<file path="src/hw/rtl/llpd_pkg.sv">
// Package with the shared constants and types of the laser line row peak detector.
package llpd_pkg;

    localparam int MaxWidth  = 1024;
    localparam int MaxHeight = 1024;
    localparam int RefRows   = 25;

    localparam int ColW = $clog2(MaxWidth);
    localparam int RowW = $clog2(MaxHeight);
    localparam int SumW = ColW + ColW;
    localparam int CntW = ColW + 1;
    localparam int RefW = 8 + $clog2(RefRows + 1);

    localparam logic [7:0] MinLevelReset = 8'd25;
    localparam logic [8:0] RatioReset    = 9'd205;

    typedef enum logic [0:0] {
        CFG_MIN_LEVEL = 1'b0,
        CFG_RATIO     = 1'b1
    } cfg_index_t;

    // One closed row, handed from the front part to the back part.
    // The bank bit says which half of the line store holds its gray levels.
    typedef struct packed {
        logic [SumW-1:0] tie_sum;
        logic [CntW-1:0] tie_cnt;
        logic            found;
        logic            frame_end;
        logic            bank;
    } row_job_t;

endpackage

</file>
<file path="src/hw/rtl/llpd_front.sv">
// Front part: per-pixel difference, running maximum and tie accumulation, line store write.
module llpd_front (
    input  logic                     clk,
    input  logic                     rst_n,
    input  logic                     push,
    output logic                     full,
    input  logic [7:0]               laser_gray,
    input  logic [7:0]               background_gray,
    input  logic                     last_in_row,
    input  logic                     last_in_frame,
    input  logic [7:0]               min_level,
    input  logic                     job_full,
    output logic                     job_push,
    output llpd_pkg::row_job_t       job,
    output logic                     wr_en,
    output logic [llpd_pkg::ColW:0]  wr_addr,
    output logic [7:0]               wr_data
);
    import llpd_pkg::*;

    logic [CntW-1:0] col_reg;
    logic [8:0]      max_reg;
    logic            valid_reg;
    logic [SumW-1:0] sum_reg;
    logic [CntW-1:0] cnt_reg;
    logic            bank_reg;

    logic            take;
    logic            in_row;
    logic [7:0]      diff;
    logic            new_max;
    logic            tie;
    logic [SumW-1:0] sum_next;
    logic [CntW-1:0] cnt_next;
    logic [8:0]      max_next;
    logic            valid_next;
    logic            row_close;

    assign full      = job_full;
    assign take      = push && !full;
    assign in_row    = !col_reg[CntW-1];
    assign diff      = (laser_gray > background_gray) ? laser_gray - background_gray : 8'd0;
    assign new_max   = in_row && (diff > min_level) && (!valid_reg || {1'b0, diff} > max_reg);
    assign tie       = in_row && !new_max && valid_reg && ({1'b0, diff} == max_reg);
    assign row_close = last_in_row || last_in_frame;

    // Tie tracking for the current pixel.
    always_comb
    begin
        sum_next   = sum_reg;
        cnt_next   = cnt_reg;
        max_next   = max_reg;
        valid_next = valid_reg;
        if (new_max)
        begin
            sum_next   = SumW'(col_reg[ColW-1:0]);
            cnt_next   = CntW'(1);
            max_next   = {1'b0, diff};
            valid_next = 1'b1;
        end
        else if (tie)
        begin
            sum_next = sum_reg + SumW'(col_reg[ColW-1:0]);
            cnt_next = cnt_reg + CntW'(1);
        end
    end

    assign wr_en   = take && in_row;
    assign wr_addr = {bank_reg, col_reg[ColW-1:0]};
    assign wr_data = laser_gray;

    assign job_push      = take && row_close;
    assign job.tie_sum   = sum_next;
    assign job.tie_cnt   = cnt_next;
    assign job.found     = valid_next;
    assign job.frame_end = last_in_frame;
    assign job.bank      = bank_reg;

    // Row accumulators; each closed row flips the line store bank.
    always_ff @(posedge clk or negedge rst_n)
    begin
        if (!rst_n)
        begin
            col_reg   <= '0;
            max_reg   <= '0;
            valid_reg <= 1'b0;
            sum_reg   <= '0;
            cnt_reg   <= '0;
            bank_reg  <= 1'b0;
        end
        else if (take)
        begin
            if (row_close)
            begin
                col_reg   <= '0;
                max_reg   <= '0;
                valid_reg <= 1'b0;
                sum_reg   <= '0;
                cnt_reg   <= '0;
                bank_reg  <= !bank_reg;
            end
            else
            begin
                if (in_row)
                    col_reg <= col_reg + CntW'(1);
                max_reg   <= max_next;
                valid_reg <= valid_next;
                sum_reg   <= sum_next;
                cnt_reg   <= cnt_next;
            end
        end
    end

endmodule

</file>
<file path="config.mk">
export PLATFORM = sky130hd
export DESIGN_NAME = llpd_front
export DESIGN_NICKNAME = d
export VERILOG_FILES = /design/src/hw/rtl/llpd_pkg.sv /design/src/hw/rtl/llpd_front.sv
export SDC_FILE = /design/constraint.sdc
export NUM_CORES = 1
export LEC_CHECK = 0
export BUFFER_PORTS_ARGS = -buffer_cell sky130_fd_sc_hd__buf_4
export CAP_MARGIN = 20
export CORE_AREA = 2 2 119 121
export CTS_CLUSTER_SIZE = 12
export DETAILED_ROUTE_END_ITERATION = 16
export DIE_AREA = 0 0 121 123
export PLACE_DENSITY_LB_ADDON = 0.1
export SKIP_LAST_GASP = 1
export SLEW_MARGIN = 20
export SYNTH_ARGS = -nofsm -noshare
export SYNTH_HDL_FRONTEND = slang
export SYNTH_SLANG_ARGS = --single-unit
</file>
<file path="constraint.sdc">
create_clock -name clk -period 4.75 [get_ports clk]
set_clock_uncertainty 0.15 [all_clocks]
set_input_delay 0.475 -clock clk [delete_from_list [all_inputs] [get_ports clk]]
set_output_delay 0.475 -clock clk [all_outputs]
set_load 0.02 [all_outputs]
</file>
# After elaboration in Yosys (flattened, before gate mapping)
# Cells that the tools add are included.
[word_totals]
reg_bits = 53
out_inout_bits = 56
[op_classes]
addsub = 4
n_lt_le_gt_ge = 3
eq_ne = 2
mux = 13
n_reduce_logical = 19
[op_table]
columns = ["op", "count"]
rows = [
  ["two-way mux 20 bit", 3],
  ["two-way mux 11 bit", 5],
  ["adder 11 x 1 -> 11 bit, second input constant", 2],
  ["adder 20 x 10 -> 20 bit", 1],
  ["two-way mux 9 bit", 2],
  ["greater-than comparator 8 bit", 2],
  ["== test 8 x 9 -> 1 bit", 1],
  ["greater-than comparator 8 x 9 -> 1 bit", 1],
  ["logical AND 1 bit", 8],
  ["two-way mux 8 bit", 1],
  ["subtractor 8 bit", 1],
  ["AND reduction 2 bit", 3],
  ["logical NOT 1 bit", 5],
  ["logical OR 1 bit", 2],
  ["two-way mux 1 bit", 2],
  ["!= test 2 x 1 -> 1 bit, second input constant", 1],
  ["nonzero test 2 bit", 1],
]

# Longest topological paths before layout
[depth]
depth_word = 12
depth_mapped = 18

# Worst setup path after synthesis
# Ideal clock, no wire load.
[synth_path]
kind = "input to output"
startpoint = "in background_gray[2]"
endpoint = "out job[20] (netlist bit)"
arrival_time_ns = 4.030
required_ns = 4.125
path_slack_ns = 0.095
stages = 16
cell_sequence = "inv_1 ha_1 nor2b_1 o31ai_1 a21oi_1 o31ai_1 nor2_1 ha_1 and3_4 a311o_1 o31a_4 or3_4 buf_6 buf_2 o211a_1 nor2_1"
[synth_lines]
columns = ["element", "line", "source"]
rows = [
  ["start: declaration", "llpd_front.sv:8", "input logic [7:0] background_gray,"],
  ["end: declaration", "llpd_front.sv:14", "output llpd_pkg::row_job_t job,"],
]

==> metrics <==
status=completed; # IOs=86; via count=4499; maximum clock rate=0.218 GHz; Post-synth ARST share=1.00; CTS tree=yes; CTS buffer count=5; clk sinks=52; gr usage total=0.185; RSZ-0062 raised after global routing=no; Worst EP required=4.12 ns; vias in the first global route=4330; number of I/O port buffers=85; initial antenna violation count=0; Max Cap Viol=0; Initial Util=0.343; largest net degree at the start of global routing=53; Total Nets Final=716; die area=0.0149 mm2; first-pass GRT wire length=21.9 mm; synth cell count leaders=52 x dfrtp_1, 50 x nand2_1, 49 x inv_1; Min-Delay Path Class=primary input to asynchronous set/reset pin; Fin Hold WS=0.0723 ns; most frequent cell after synthesis=dfrtp_1; synth top area cells=dfrtp_1 28%, ha_1 9.6%, o21ai_0 4.9%, nand2_1 4.0%, inv_1 3.9%; Post-DP HPWL=9.81 mm; die height=123 um; Routed WL=13.7 mm; hold_buf cts=0; Worst setup SP type=primary input; Core Region=0.0136 mm2; share of the synthesized area in the top cell type=0.278; Vias per Instance=5.43; Final ANT Viol Nets=0; CTS Buffer Depth=2; Synth area leader=dfrtp_1; Period Utilization, post-route=0.966; fin crit period=4.59 ns; row cnt=43; share of layout cells above drive strength 1=0.237; clk_lat worst skew=0.31 ns; final setup fails=0; Pre-Repair DR Iteration Count=4; Cell variety after synth=65; GR Util met3=0.0332; design area=0.00572 mm2; CP arrival=3.96 ns; number of flip-flops under the largest register name=20; DR DRC count=0; register area share after synthesis=0.278; die width=121 um; critical path class=primary input to output port; H-tree depth=2; # diodes=0; Static Leak=0.00269 uW; synthesized flop and latch total=52; measured slew at the worst slew-check pin=0.735 ns; Main synth FF type=dfrtp_1; final hold vios=0; WL/cell=16.5 um; met1 GRT Util=0.257; CP Capture Type=output port; syn avg cell area=8.13 um2; number of synthesized flops with an enable pin=0; CTS Root Cell=clkbuf_16; Post-Syn Area=0.00467 mm2; max-slew violation count=0; busiest grt layer=met2; Layout area overhead=22.4%; Max-slew headroom=0.507; Worst VDD drop=0.000132 V; Mapped Cells=575; grt ovf=0; synth warn=0; crit-path max FO=8; placed inst area=0.00547 mm2; initial DRC count=270; gp weighted congestion=0.872; met2 Track Usage GR=0.301; Cell Pwr Density=235 mW/mm2; synthesized net count=643; Worst-path clk slew=0.08 ns
## kinds of logic after synthesis
family / synth area share
AO/OA/AOI/OAI: 0.270
XOR/XNOR: 0.0394
adder cells (fa/ha/maj): 0.105
buffers and inverters: 0.100
flip-flops: 0.278
multiplexers: 0.0118
AND/OR/NAND/NOR: 0.195
## stage by stage
step | TNS [ns] | cells | util | total power [uW] | setup slack (ns)
2_1_floorplan | 0 | 575 | - | 784 | 0.0946
3_3_place_gp | 0 | 815 | 0.402 | 932 | 0.0582
3_5_place_dp | -0.000585 | 815 | 0.402 | 935 | -0.000585
4_1_cts | 0 | 823 | 0.413 | 1330 | 0.0124
5_1_grt | 0 | 829 | 0.420 | 1420 | 0.00183
6_report | 0 | 829 | 0.420 | 1340 | 0.163
## final timing paths
path,slack [ns],cells after the start,to,startpoint
max in group asynchronous,3.88,1,max_reg[5]$_DFFE_PN0P_,rst_n
setup / recovery,0.16,12,job[16],laser_gray[5]
hold reg to reg,0.35,1,max_reg[3]$_DFFE_PN0P_,max_reg[3]$_DFFE_PN0P_
min in group clk,0.35,1,max_reg[3]$_DFFE_PN0P_,max_reg[3]$_DFFE_PN0P_
hold / removal,0.07,1,sum_reg[4]$_DFFE_PN0P_,rst_n
setup reg to reg,1.74,11,sum_reg[18]$_DFFE_PN0P_,col_reg[0]$_DFFE_PN0P_
## per-layer routing
metal,part of all wire,routed length (um)
met2,0.47,6360
met5,0,0
met3,0.049,665
met4,0.0053,72
met1,0.48,6570
## layout by cell type, fill, tap and decap left out, types with 7 or more instances in the layout
master / count
nor3_1: 7
buf_4: 112
a31oi_1: 24
nand3_1: 14
dfrtp_1: 52
a21o_1: 9
and3_1: 11
a21oi_1: 25
o21a_1: 8
nand2_1: 50
inv_1: 49
o211ai_1: 10
o21ai_0: 45
ha_1: 35
o2bb2ai_1: 8
xnor2_1: 15
a22o_1: 8
nor2_1: 42
## timing repair
item,CTS,global route
pin swaps,1,3
resized for setup,1,15
setup endpoints to repair,4,31
buffers inserted,0,5
endpoints found under the hold margin,0,0
cloned,0,1
## cell type report
type	instances	area (um2)
fillers	1432	7890
multi-input cells	426	2980
flip-flops and latches	52	1300
repair buffers	114	881
well taps	180	225
inverters	49	184
clock buffers	5	125
clock inverters	3	21.3
## power by group
group | switching (uW) | internal (uW) | total [uW]
logic | 272 | 198 | 470
clock network | 191 | 197 | 388
registers | 23.8 | 461 | 484
## worst max-delay path, stage by stage
cell,delay (ns)
buf_4,0.12
ha_1,0.34
and3_1,0.24
a221oi_1,0.41
nand3_1,0.12
o21ai_0,0.36
ha_1,0.35
and3_1,0.21
o31a_4,0.38
or3_4,0.49
mux2_4,0.33
buf_4,0.16
Note: power is estimated with default switching activity, not from simulation.
