`src/hw/rtl/llpd_pkg.sv`:
```
// Package with the shared constants and types of the laser line row peak detector.
package llpd_pkg;

    localparam int MaxWidth  = 1024;
    localparam int MaxHeight = 1024;
    localparam int RefRows   = 25;

    localparam int ColW = $clog2(MaxWidth);
    localparam int RowW = $clog2(MaxHeight);
    localparam int SumW = ColW + ColW;
    localparam int CntW = ColW + 1;
    localparam int RefW = 8 + $clog2(RefRows + 1);

    localparam logic [7:0] MinLevelReset = 8'd25;
    localparam logic [8:0] RatioReset    = 9'd205;

    typedef enum logic [0:0] {
        CFG_MIN_LEVEL = 1'b0,
        CFG_RATIO     = 1'b1
    } cfg_index_t;

    // One closed row, handed from the front part to the back part.
    // The bank bit says which half of the line store holds its gray levels.
    typedef struct packed {
        logic [SumW-1:0] tie_sum;
        logic [CntW-1:0] tie_cnt;
        logic            found;
        logic            frame_end;
        logic            bank;
    } row_job_t;

endpackage

```
`src/hw/rtl/llpd_job_queue.sv`:
```
// Two-entry queue of closed rows between the front and the back parts.
module llpd_job_queue (
    input  logic               clk,
    input  logic               rst_n,
    input  logic               push,
    input  llpd_pkg::row_job_t wdata,
    output logic               full,
    input  logic               pop,
    output logic               empty,
    output llpd_pkg::row_job_t rdata
);
    import llpd_pkg::*;

    row_job_t   mem_reg [2];
    logic       wp_reg;
    logic       rp_reg;
    logic [1:0] cnt_reg;

    assign full  = cnt_reg == 2'd2;
    assign empty = cnt_reg == 2'd0;
    assign rdata = mem_reg[rp_reg];

    // Storage write.
    always_ff @(posedge clk)
    begin
        if (push && !full)
            mem_reg[wp_reg] <= wdata;
    end

    // Pointers and fill level.
    always_ff @(posedge clk or negedge rst_n)
    begin
        if (!rst_n)
        begin
            wp_reg  <= 1'b0;
            rp_reg  <= 1'b0;
            cnt_reg <= 2'd0;
        end
        else
        begin
            if (push && !full)
                wp_reg <= !wp_reg;
            if (pop && !empty)
                rp_reg <= !rp_reg;
            cnt_reg <= cnt_reg + 2'((push && !full) ? 1 : 0) - 2'((pop && !empty) ? 1 : 0);
        end
    end

endmodule

```
`config.mk`:
```
export PLATFORM = sky130hd
export DESIGN_NAME = llpd_job_queue
export DESIGN_NICKNAME = d
export VERILOG_FILES = /design/src/hw/rtl/llpd_pkg.sv /design/src/hw/rtl/llpd_job_queue.sv
export SDC_FILE = /design/constraint.sdc
export NUM_CORES = 1
export LEC_CHECK = 0
export BUFFER_PORTS_ARGS = -buffer_cell sky130_fd_sc_hd__buf_2
export CAP_MARGIN = 20
export CORE_UTILIZATION = 52
export CTS_CLUSTER_SIZE = 10
export DETAILED_ROUTE_END_ITERATION = 10
export PLACE_DENSITY = 0.79
export SETUP_SLACK_MARGIN = 0.15
export SLEW_MARGIN = 20
export SYNTH_ARGS = -nofsm -noshare
export SYNTH_HDL_FRONTEND = slang
export SYNTH_SLANG_ARGS = --single-unit
```
`constraint.sdc`:
```
create_clock -name clk -period 2.8 [get_ports clk]
set_clock_uncertainty 0.1 [all_clocks]
set_input_delay 0.28 -clock clk [delete_from_list [all_inputs] [get_ports clk]]
set_output_delay 0.28 -clock clk [all_outputs]
set_load 0.01 [all_outputs]
```
Yosys cells after proc, flatten, opt, wreduce, memory -nomap -nowiden
Memories as Yosys holds them, arrays and structs flattened.
Index checks and enable logic that the tools add are counted.
{"block": "op_classes", "eq_ne": 1, "n_reduce_logical": 7, "n_addsub": 2, "muxes": 4}
{"op": "$logic_not 1->1", "count": 4}
{"op": "$mux 1", "count": 4}
{"op": "$add 2x1->2", "count": 1}
{"op": "$eq 2x2->1 const B", "count": 1}
{"op": "$logic_and 1x1->1", "count": 2}
{"op": "$logic_not 2->1", "count": 1}
{"op": "$sub 2x1->2", "count": 1}
{"block": "totals", "wordCells": 18, "input_bits": 38, "mem_count": 1, "out_inout_bits": 36, "reg_bits": 4, "ramBits": 68}
{"memory": "mem_reg", "words": 2, "word_bits": 34, "read_ports": 1, "rd_clocked_by_memory_dff": 0, "wr": 1, "line_no": "llpd_job_queue.sv:14", "rtl": "row_job_t mem_reg [2];"}

Longest topological paths before layout
Gate-level depths: netlist of run 1.
{"block": "depth", "word_depth": 6, "ltp_mapped": 7, "mapped_depth_nobuf": 7}

Worst setup path after synthesis of run 1
Ideal clock, no wire load.
{"block": "synth_timing", "kind": "register -> register", "startpoint": "register cnt_reg[1]", "endpoint": "memory mem_reg[0][0] (netlist bit) (enable)", "required_ns": 2.275, "path_stages_with_launch": 4, "n_path_buf": 0, "slack_ns": 0.243, "setup_time_ns": 0.425, "period_less_slack_ns": 2.557, "arrival_ns": 2.032, "cell_sequence": "dfrtp_1 nand2b_1 nand2_1 nor2_1"}
{"block": "synth_via", "elab_chain_len": 5}
{"element": "from (decl)", "line_no": "llpd_job_queue.sv:17", "rtl": "logic [1:0] cnt_reg;"}
{"element": "from (signal assigned)", "line_no": "llpd_job_queue.sv:45", "rtl": "cnt_reg <= cnt_reg + 2'((push && !full) ? 1 : 0) - 2'((pop && !empty) ? 1 : 0);"}
{"element": "$eq 2x2->1", "line_no": "llpd_job_queue.sv:19", "rtl": "assign full = cnt_reg == 2'd2;"}
{"element": "$logic_not 1->1", "line_no": "llpd_job_queue.sv:26", "rtl": "if (push && !full)"}
{"element": "$logic_and 1x1->1", "line_no": "llpd_job_queue.sv:26"}
{"element": "$mux 1", "line_no": "llpd_job_queue.sv:26"}
{"element": "$mux 1 (not written as such)", "line_no": "llpd_job_queue.sv:27", "rtl": "mem_reg[wp_reg] <= wdata;"}
{"element": "to (decl)", "line_no": "llpd_job_queue.sv:14"}
No other way between the ends.

==> results of run 1 <==
-- how the worst max path moves through the flow --
| stage | startpoint | end | slack [ns] | cells after the start |
|---|---|---|---|---|
| floorplan | cnt_reg[1] | mem_reg[0][0] | 0.24 | 3 |
| global placement | rp_reg | rdata[1] | 0.84 | 3 |
| detailed placement | rp_reg | rdata[33] | 0.81 | 3 |
| CTS | rp_reg | rdata[33] | 0.44 | 3 |
| global route | rp_reg | rdata[33] | 0.39 | 3 |
| finish | rp_reg | rdata[33] | 0.49 | 3 |
-- synthesized netlist by cell type --
| cell type | number |
|---|---|
| dfrtp_1 | 4 |
| buf_12 | 3 |
| edfxtp_1 | 68 |
| inv_1 | 2 |
| nor2_1 | 2 |
| nor2b_2 | 1 |
| mux2_4 | 29 |
| ha_1 | 2 |
| xnor2_1 | 3 |
| nand2_1 | 1 |
| and3_1 | 1 |
| xor2_1 | 1 |
| nand2b_1 | 1 |
| mux2_2 | 5 |
| buf_6 | 1 |
-- layer usage --
metal  GRT usage  routed length [um]  share of wire
met5           0                   0              0
met4      0.0864                  47          0.011
met2       0.294                2360           0.54
met1       0.171                1750           0.40
met3      0.0463                 250          0.057
-- cell type report --
| class | count | area, um2 |
|---|---|---|
| Clock buffer | 15 | 166 |
| Tap cell | 70 | 87.6 |
| Sequential cell | 72 | 2140 |
| Multi-Input combinational cell | 46 | 593 |
| Fill cell | 373 | 1740 |
| Inverter | 2 | 7.51 |
| Clock inverter | 1 | 5.00 |
| Timing Repair Buffer | 77 | 398 |
-- cells by family after synthesis --
group / after synthesis / synth area share
XOR/XNOR: 4 / 0.0125
buffers and inverters: 6 / 0.0281
multiplexers: 34 / 0.175
flip-flops: 72 / 0.764
AND/OR/NAND/NOR: 6 / 0.0116
adder cells (fa/ha/maj): 2 / 0.00892
-- layout by cell type, fill, tap and decap left out, drive strengths merged --
master | netlist | final
nor2b | 1 | 1
edfxtp | 68 | 68
clkinv | 0 | 1
dfrtp | 4 | 4
buf | 4 | 76
mux2 | 34 | 34
and3 | 1 | 1
nand2b | 1 | 1
dlygate4sd3 | 0 | 1
xor2 | 1 | 1
nor2 | 2 | 2
inv | 2 | 2
clkbuf | 0 | 15
ha | 2 | 2
xnor2 | 3 | 3
nand2 | 1 | 1
-- power by group through the flow --
stage	logic, uW	registers [uW]	clock network, uW
final	1120	1620	696
after global routing	1220	1640	763
after CTS	1140	1620	718
after detailed placement	1140	1650	0
after global placement	1110	1620	0
after floorplan	921	1560	0
-- worst max-delay path: cells and delay by family, from the launching register on --
family / cells / cell delay (ns)
flops: 1 / 0.69
mux: 1 / 0.38
buf+inv: 2 / 0.53
-- stage by stage --
| step | cell area [um2] | setup slack (ns) | utilization |
|---|---|---|---|
| after CTS | 3400 | 0.442 | 0.662 |
| after detailed placement | 3220 | 0.810 | 0.626 |
| after global placement | 3220 | 0.843 | 0.626 |
| final | 3400 | 0.490 | 0.662 |
| after floorplan | 2810 | 0.243 | - |
| after global routing | 3400 | 0.394 | 0.662 |
==> impl_metrics.py, run 1 <==
metrics = {
    "power_and_ir_drop": {
        "p_switching_uw": 990,
        "power_density_mw_per_mm2": 1010,
        "leakagePower_uw": 0.00139,
        "p_total_uw": 3440,
        "pwr-share-clk": 0.202,
        "peakVddDrop_mv": 0.695,
        "share_comb_of_total_power": 0.327,
        "sequentialPowerShare": 0.471,
        "swShare": 0.288,
        "p_int_uw": 2450,
    },
    "layout": {
        "n_antenna_cell": 0,
        "syn2layout_area_growth_pct": 21.2,
        "largest_reg_flops": 68,
        "final_cells": 283,
        "fin_nets": 248,
        "final_layout_size_suffix_gt1_frac": 0.592,
    },
    "cts": {
        "cts-root-buf": "clkbuf_8",
        "ctsResizeCount": 0,
        "cts_tree": "done",
        "cts_max_path_buffers": 2,
        "clk_latency_ns": 0.32,
        "htreeDepth": 3,
        "cts_buffers": 9,
        "clock-sinks": 72,
        "clkTransAtPathRegs_ns": 0.07,
        "hold_buffers": 1,
        "postCtsSetupRepairBufs": 0,
    },
    "global_route": {
        "grt_max_degree": 35,
        "grt-ovfl-total": 0,
        "grt_antenna_before_repair": 0,
        "grtUsageTotal": 0.162,
        "grt_pass1_vias": 1393,
        "grt_pass1_wl_um": 6240,
    },
    "yosys": {
        "synth_seq_cells": 72,
        "synth.area.top_cells": "edfxtp_1 (73%), mux2_4 (16%), dfrtp_1 (3.6%)",
        "ys_warn_count": 0,
        "syn_area_per_cell_um2": 22.6,
        "synth_cell_type_count": 15,
        "syn_area_mm2": 0.00281,
        "synth_top_cell_by_area": "edfxtp_1",
        "synth_top_area_frac": 0.728,
        "yosysSeqAreaShare": 0.764,
        "postSynthCellCount": 124,
        "syn_nets": 164,
    },
    "placed_design": {
        "hpwl_um": 3050,
        "io_buffers": 73,
        "gp_congestion": 0.636,
        "post-place-cells": 266,
    },
    "floorplan": {
        "die_area_mm2": 0.00569,
        "die_h_um": 75.4,
        "rows": 26,
        "io_pins": 74,
        "initial_core_util": 0.546,
        "die_w_um": 75.4,
        "core_mm2": 0.00514,
    },
    "setup_path": {
        "crit_chain": "buf_4 > mux2_2 > buf_2",
        "cp.required_ns": 2.42,
        "r2r_start": "cnt_reg[0]",
        "timing_worst_setup_path_type": "reg -> out",
        "r2r_end": "mem_reg[1][19]",
        "critPathLaunchType": "register",
        "max_stage_delay_ns": 0.69,
        "path_max_fanout": 18,
        "reg2reg_slack_ns": 1.01,
        "reg2reg_depth": 2,
        "crit_path_end_kind": "output port",
        "critPathArrivalTime_ns": 1.93,
        "critPathSlowestCell": "dfrtp_2",
    },
    "timing": {
        "setup_viol": 0,
        "hold_viol_final": 0,
        "tightestPinTransition_ns": 0.808,
        "slew_headroom": 0.462,
        "tns_ns": 0,
        "period_share": 0.825,
        "rsz0062_at_grt": "false",
        "fmax_mhz": 433,
        "holdWs_ns": 0.0452,
        "period_minus_slack_ns": 2.31,
        "final_max_slew_viol_count": 0,
    },
    "status": {
        "status": "completed",
    },
    "routing": {
        "viasPerCell": 4.97,
        "firstDrtPassIters": 4,
        "route.antenna.remaining_nets": 0,
        "vias": 1407,
        "drc": 0,
        "totalWireLength_um": 4410,
        "drt-initial-drc-count": 87,
        "wl_per_cell_um": 15.6,
    },
    "hold_path": {
        "hp-start": "wdata[14]",
        "min_to": "mem_reg[0][14]",
        "hold_class": "in -> reg",
        "whs_path_depth": 1,
    },
    "job": {
        "max_cap_violations": 0,
    },
}
(Power assumes the default switching activity.)
==> run 2, diff against run 1 <==
--- a/config.mk
+++ b/config.mk
@@ -5,6 +5,7 @@
 export SDC_FILE = /design/constraint.sdc
 export NUM_CORES = 1
 export LEC_CHECK = 0
+export ABC_AREA = 1
 export BUFFER_PORTS_ARGS = -buffer_cell sky130_fd_sc_hd__buf_2
 export CAP_MARGIN = 20
 export CORE_UTILIZATION = 52
==> constraint.sdc (replaced) <==
create_clock -name clk -period 2.2 [get_ports clk]
set_clock_uncertainty 0.1 [all_clocks]
set_input_delay 0.22 -clock clk [delete_from_list [all_inputs] [get_ports clk]]
set_output_delay 0.22 -clock clk [all_outputs]
set_load 0.01 [all_outputs]
==> impl_metrics.py, run 2 <==
metrics = {
    "floorplan": {
        "io_pins": 74,
        "initial_core_util": 0.542,
        "die_area_mm2": 0.00562,
        "die_w_um": 75.0,
        "rows": 26,
        "core_mm2": 0.00511,
        "die_h_um": 75.0,
    },
    "power_and_ir_drop": {
        "pwr-share-clk": 0.232,
        "peakVddDrop_mv": 1.12,
        "share_comb_of_total_power": 0.332,
        "sequentialPowerShare": 0.436,
        "p_switching_uw": 1530,
        "swShare": 0.333,
        "power_density_mw_per_mm2": 1220,
        "p_int_uw": 3060,
        "leakagePower_uw": 0.00168,
    },
    "routing": {
        "firstDrtPassIters": 4,
        "viasPerCell": 4.60,
        "drt-initial-drc-count": 69,
        "drc": 0,
        "wl_per_cell_um": 13.1,
        "vias": 1857,
        "totalWireLength_um": 5290,
        "route.antenna.remaining_nets": 0,
    },
    "global_route": {
        "grt_max_degree": 36,
        "grt_antenna_before_repair": 0,
        "grt_pass1_wl_um": 7760,
        "grtUsageTotal": 0.200,
        "grt-ovfl-total": 0,
        "grt_pass1_vias": 1789,
    },
    "yosys": {
        "ys_warn_count": 0,
        "synth-edff-count": 68,
        "synthFlopType": "edfxtp_1",
        "synth_seq_cells": 72,
        "synth_common_cells": "nand2_1 (105), edfxtp_1 (68), inv_1 (10), nand2_2 (10), dfrtp_1 (4)",
        "postSynthCellCount": 211,
        "syn_nets": 251,
        "async_flop_share": 0.0556,
        "synth_top_area_frac": 0.738,
        "synth_top_cell_by_area": "edfxtp_1",
        "synth.most_common_cell": "nand2_1",
        "syn_area_per_cell_um2": 13.1,
        "syn_area_mm2": 0.00277,
        "yosysSeqAreaShare": 0.774,
        "synth.area.top_cells": "edfxtp_1 (74%), nand2_1 (14%), dfrtp_1 (3.6%)",
        "synth_cell_type_count": 12,
    },
    "timing": {
        "fmax_mhz": 518,
        "setup_viol": 0,
        "period_minus_slack_ns": 1.93,
        "period_share": 0.877,
        "final_max_slew_viol_count": 0,
        "hold_viol_final": 0,
        "rsz0062_at_grt": "false",
        "slew_headroom": 0.644,
        "tightestPinTransition_ns": 0.535,
        "tns_ns": 0,
    },
    "cts": {
        "clock-sinks": 72,
        "cts-root-buf": "clkbuf_8",
        "htreeDepth": 3,
        "clkTransAtPathRegs_ns": 0.07,
        "ctsResizeCount": 0,
        "clk_latency_ns": 0.32,
        "cts_buffers": 9,
        "postCtsSetupRepairBufs": 0,
        "cts_max_path_buffers": 2,
        "cts_tree": "done",
    },
    "layout": {
        "n_antenna_cell": 0,
        "largest_reg_flops": 68,
        "final_layout_size_suffix_gt1_frac": 0.308,
        "fill_cells": 360,
        "syn2layout_area_growth_pct": 35.5,
        "layout_common_cells": "nand2_1 (105), buf_2 (73), edfxtp_1 (68)",
        "final_common_cell": "nand2_1",
        "fin_nets": 369,
        "final_cells": 404,
    },
    "placed_design": {
        "gp_congestion": 0.742,
        "post-place-cells": 353,
        "hpwl_um": 2890,
        "io_buffers": 73,
    },
    "job": {
        "max_cap_violations": 0,
    },
    "setup_path": {
        "critPathLaunchType": "register",
        "critPathSlowestCell": "dfrtp_1",
        "crit_path_end_kind": "output port",
        "crit_path_frequent_cell": "nand2_1",
        "critPathTopFamily": "flip-flops",
        "path_buf_inv": 2,
        "cp.required_ns": 1.88,
        "startpoint": "rp_reg",
        "timing_worst_setup_path_type": "reg -> out",
        "crit_chain": "buf_4 > nand2_1 > nand2_1 > buf_2",
        "path_depth": 4,
        "r2r_start": "cnt_reg[1]",
        "critPathArrivalTime_ns": 1.61,
        "reg2reg_depth": 10,
        "max_stage_delay_ns": 0.68,
        "path_max_fanout": 13,
    },
    "hold_path": {
        "hold_class": "in -> reg",
        "hp-start": "pop",
        "whs_path_depth": 3,
    },
    "status": {
        "status": "completed",
    },
}
==> run 2: power groups by stage <==
stage	logic (uW)	clock network (uW)	registers [uW]
after detailed placement	1470	0	2020
after CTS	1530	1090	1990
after global placement	1450	0	2010
final	1530	1070	2000
after floorplan	1030	0	1970
after global routing	1730	1140	2030
==> run 2: worst min-delay path, stage by stage <==
cell	delay, ns
buf_2	0.09
nand3_1	0.07
nand2_1	0.10
==> run 2: logic make-up (layout without fill, tap and decap cells) <==
family                   Yosys count  in the layout  synth area share
adder cells (fa/ha/maj)            2              2           0.00904
buffers and inverters             18            141            0.0452
flip-flops                        72             72             0.774
AND/OR/NAND/NOR                  119            119             0.172
==> run 2: final timing paths <==
check | end | slack, ns
worst max register to register | cnt_reg[1] | 0.67
worst min-delay path | rp_reg | 0.09
max in group asynchronous | cnt_reg[1] | 1.76
worst min register to register | wp_reg | 0.41
min in group asynchronous | rp_reg | 0.12
worst max-delay path | rdata[33] | 0.27
==> run 2: layout make-up <==
cell class | instances | area (um2) | share of cell area
Timing Repair Buffer | 114 | 761 | 0.203
Inverter | 11 | 48.8 | 0.0130
Tap cell | 70 | 87.6 | 0.0233
Sequential cell | 72 | 2140 | 0.571
Multi-Input combinational cell | 121 | 508 | 0.135
Clock buffer | 12 | 135 | 0.0360
Clock inverter | 4 | 68.8 | 0.0183
==> run 2: metal layers <==
layer | wire length, um | GRT usage | vias to the layer above | share of wire
li1 | - | - | 930 | -
met5 | 0 | 0 | - | 0
met1 | 2090 | 0.214 | 863 | 0.39
met2 | 2890 | 0.355 | 50 | 0.55
met4 | 123 | 0.126 | 0 | 0.023
met3 | 183 | 0.0469 | 14 | 0.035
==> run 2: per-stage QoR <==
stage	instance area (um2)	hold slack, ns	setup WS, ns	power, uW	util
after floorplan	2770	-0.176	0.240	3000	-
after detailed placement	3200	-0.0641	0.660	3500	0.626
after CTS	3750	0.0615	0.291	4610	0.734
after global placement	3200	-0.0634	0.704	3460	0.626
after global routing	3750	0.0996	0.152	4900	0.734
final	3750	0.0863	0.271	4590	0.734
==> run 2: repair_timing <==
| item | 4_1_cts | 5_1_grt |
|---|---|---|
| hold endpoints to repair | 72 | 0 |
| hold buffers | 35 | 0 |
| setup endpoints to repair | 0 | 0 |
==> run 3, diff against run 2 <==
--- a/config.mk
+++ b/config.mk
@@ -12,6 +12,7 @@
 export CTS_CLUSTER_SIZE = 10
 export DETAILED_ROUTE_END_ITERATION = 10
 export PLACE_DENSITY = 0.79
+export RECOVER_POWER = 25
 export SETUP_SLACK_MARGIN = 0.15
 export SLEW_MARGIN = 20
 export SYNTH_ARGS = -nofsm -noshare
==> impl_metrics.py, run 3 (synthesis results as in run 2) <==
metrics = {
    "routing": {
        "route.met2.wl_um": 2920,
        "drc": 0,
        "top_layer": "met4",
        "wl_per_cell_um": 13.1,
        "totalWireLength_um": 5300,
        "viasPerCell": 4.62,
        "drt-initial-drc-count": 68,
        "firstDrtPassIters": 4,
        "wirelength_met1_um": 2060,
        "vias": 1867,
        "wl_met3_um": 195,
        "route.antenna.remaining_nets": 0,
    },
    "layout": {
        "n_antenna_cell": 0,
        "largest_reg_flops": 68,
        "seq_area_mm2": 0.00214,
        "final_common_cell": "nand2_1",
        "stdcell_area_mm2": 0.00374,
        "fin_nets": 369,
        "multiInputGateArea_um2": 508,
        "syn2layout_area_growth_pct": 35.1,
        "final_layout_size_suffix_gt1_frac": 0.281,
        "layout_common_cells": "nand2_1 (105), edfxtp_1 (68), buf_2 (62)",
        "fill_cells": 365,
        "final_cells": 404,
    },
    "placed_design": {
        "place_area_mm2": 0.00320,
        "io_buffers": 73,
        "hpwl_um": 2890,
        "post-place-cells": 353,
        "gp_congestion": 0.742,
    },
    "global_route": {
        "grt_pass1_vias": 1789,
        "grt_antenna_before_repair": 0,
        "grtUsageTotal": 0.200,
        "grt_pass1_wl_um": 7760,
        "grt-ovfl-total": 0,
        "grt_max_degree": 36,
    },
    "floorplan": {
        "core_mm2": 0.00511,
        "die_area_mm2": 0.00562,
        "rows": 26,
        "die_h_um": 75.0,
        "io_pins": 74,
        "die_w_um": 75.0,
        "initial_core_util": 0.542,
    },
    "power_and_ir_drop": {
        "peakVddDrop_mv": 1.12,
        "power_density_mw_per_mm2": 1230,
        "leakagePower_uw": 0.00166,
    },
    "status": {
        "status": "completed",
    },
    "setup_path": {
        "crit_end": "rdata[33]",
        "r2r_start": "cnt_reg[1]",
        "timing_worst_setup_path_type": "reg -> out",
        "startpoint": "rp_reg",
        "crit_path_end_kind": "output port",
        "reg2reg_depth": 10,
        "cp.required_ns": 1.88,
        "path_max_fanout": 13,
        "reg2reg_slack_ns": 0.67,
        "critPathArrivalTime_ns": 1.61,
        "r2r_end": "cnt_reg[1]",
        "critPathLaunchType": "register",
    },
    "timing": {
        "tns_ns": 0,
        "period_minus_slack_ns": 1.93,
        "rsz0062_at_grt": "false",
        "slew_headroom": 0.644,
        "setup_viol": 0,
        "fmax_mhz": 519,
        "hold_viol_final": 0,
        "tightestPinTransition_ns": 0.534,
        "period_share": 0.876,
        "final_max_slew_viol_count": 0,
    },
    "cts": {
        "hold_buffers": 35,
        "htreeDepth": 3,
        "ctsResizeCount": 0,
        "cts_tree": "done",
        "cts_buffers": 9,
        "clk_latency_ns": 0.32,
        "clock-sinks": 72,
        "cts-root-buf": "clkbuf_8",
        "clkTransAtPathRegs_ns": 0.07,
        "postCtsSetupRepairBufs": 0,
        "cts_max_path_buffers": 2,
    },
    "hold_path": {
        "hold_class": "in -> reg",
        "hp-start": "pop",
    },
    "job": {
        "max_cap_violations": 0,
    },
}
[run 3: cell types whose count changed in the layout (fill, tap and decap cells not counted)]
cell and change:
buf_2 -11, clkbuf_1 +9, clkbuf_2 +2
[run 3: final cells by class]
type,instances,area share
tap,70,0.0234
inverter,11,0.0130
timing repair buffer,114,0.200
clock inverter,4,0.0184
sequential,72,0.573
multi-input combinational,121,0.136
clock buffer,12,0.0361
[run 3: how the worst min path moves through the flow]
stage | endpoint | slack (ns) | cells after the start
after floorplan | cnt_reg[0] | -0.18 | 0
after global placement | wp_reg | -0.06 | 1
after detailed placement | wp_reg | -0.06 | 1
after CTS | rp_reg | 0.06 | 3
after global routing | rp_reg | 0.1 | 3
final | rp_reg | 0.09 | 3
[run 3: metrics by stage]
step	hold WS, ns	power (uW)	util	worst slack [ns]
6_report	0.0872	4590	0.732	0.272
5_1_grt	0.0996	4900	0.732	0.152
4_1_cts	0.0615	4610	0.734	0.291
3_5_place_dp	-0.0641	3500	0.626	0.660
3_3_place_gp	-0.0634	3460	0.626	0.704
2_1_floorplan	-0.176	3000	-	0.240
[run 3: report_power, final]
| part | switching (uW) | internal [uW] | leakage (uW) |
|---|---|---|---|
| clock network | 432 | 635 | 0.000102 |
| logic | 970 | 554 | 0.000874 |
| registers | 130 | 1870 | 0.000681 |
| total | 1530 | 3060 | 0.00166 |
[run 3: critical path: stages, from the launching register on]
cell	delay, ns
dfrtp_1	0.68
buf_4	0.30
nand2_1	0.07
nand2_1	0.09
buf_2	0.14
[run 3: metal layers]
layer,track usage,up-vias
li1,-,930
met5,0,-
met4,0.126,0
met1,0.214,871
met3,0.0469,14
met2,0.355,52
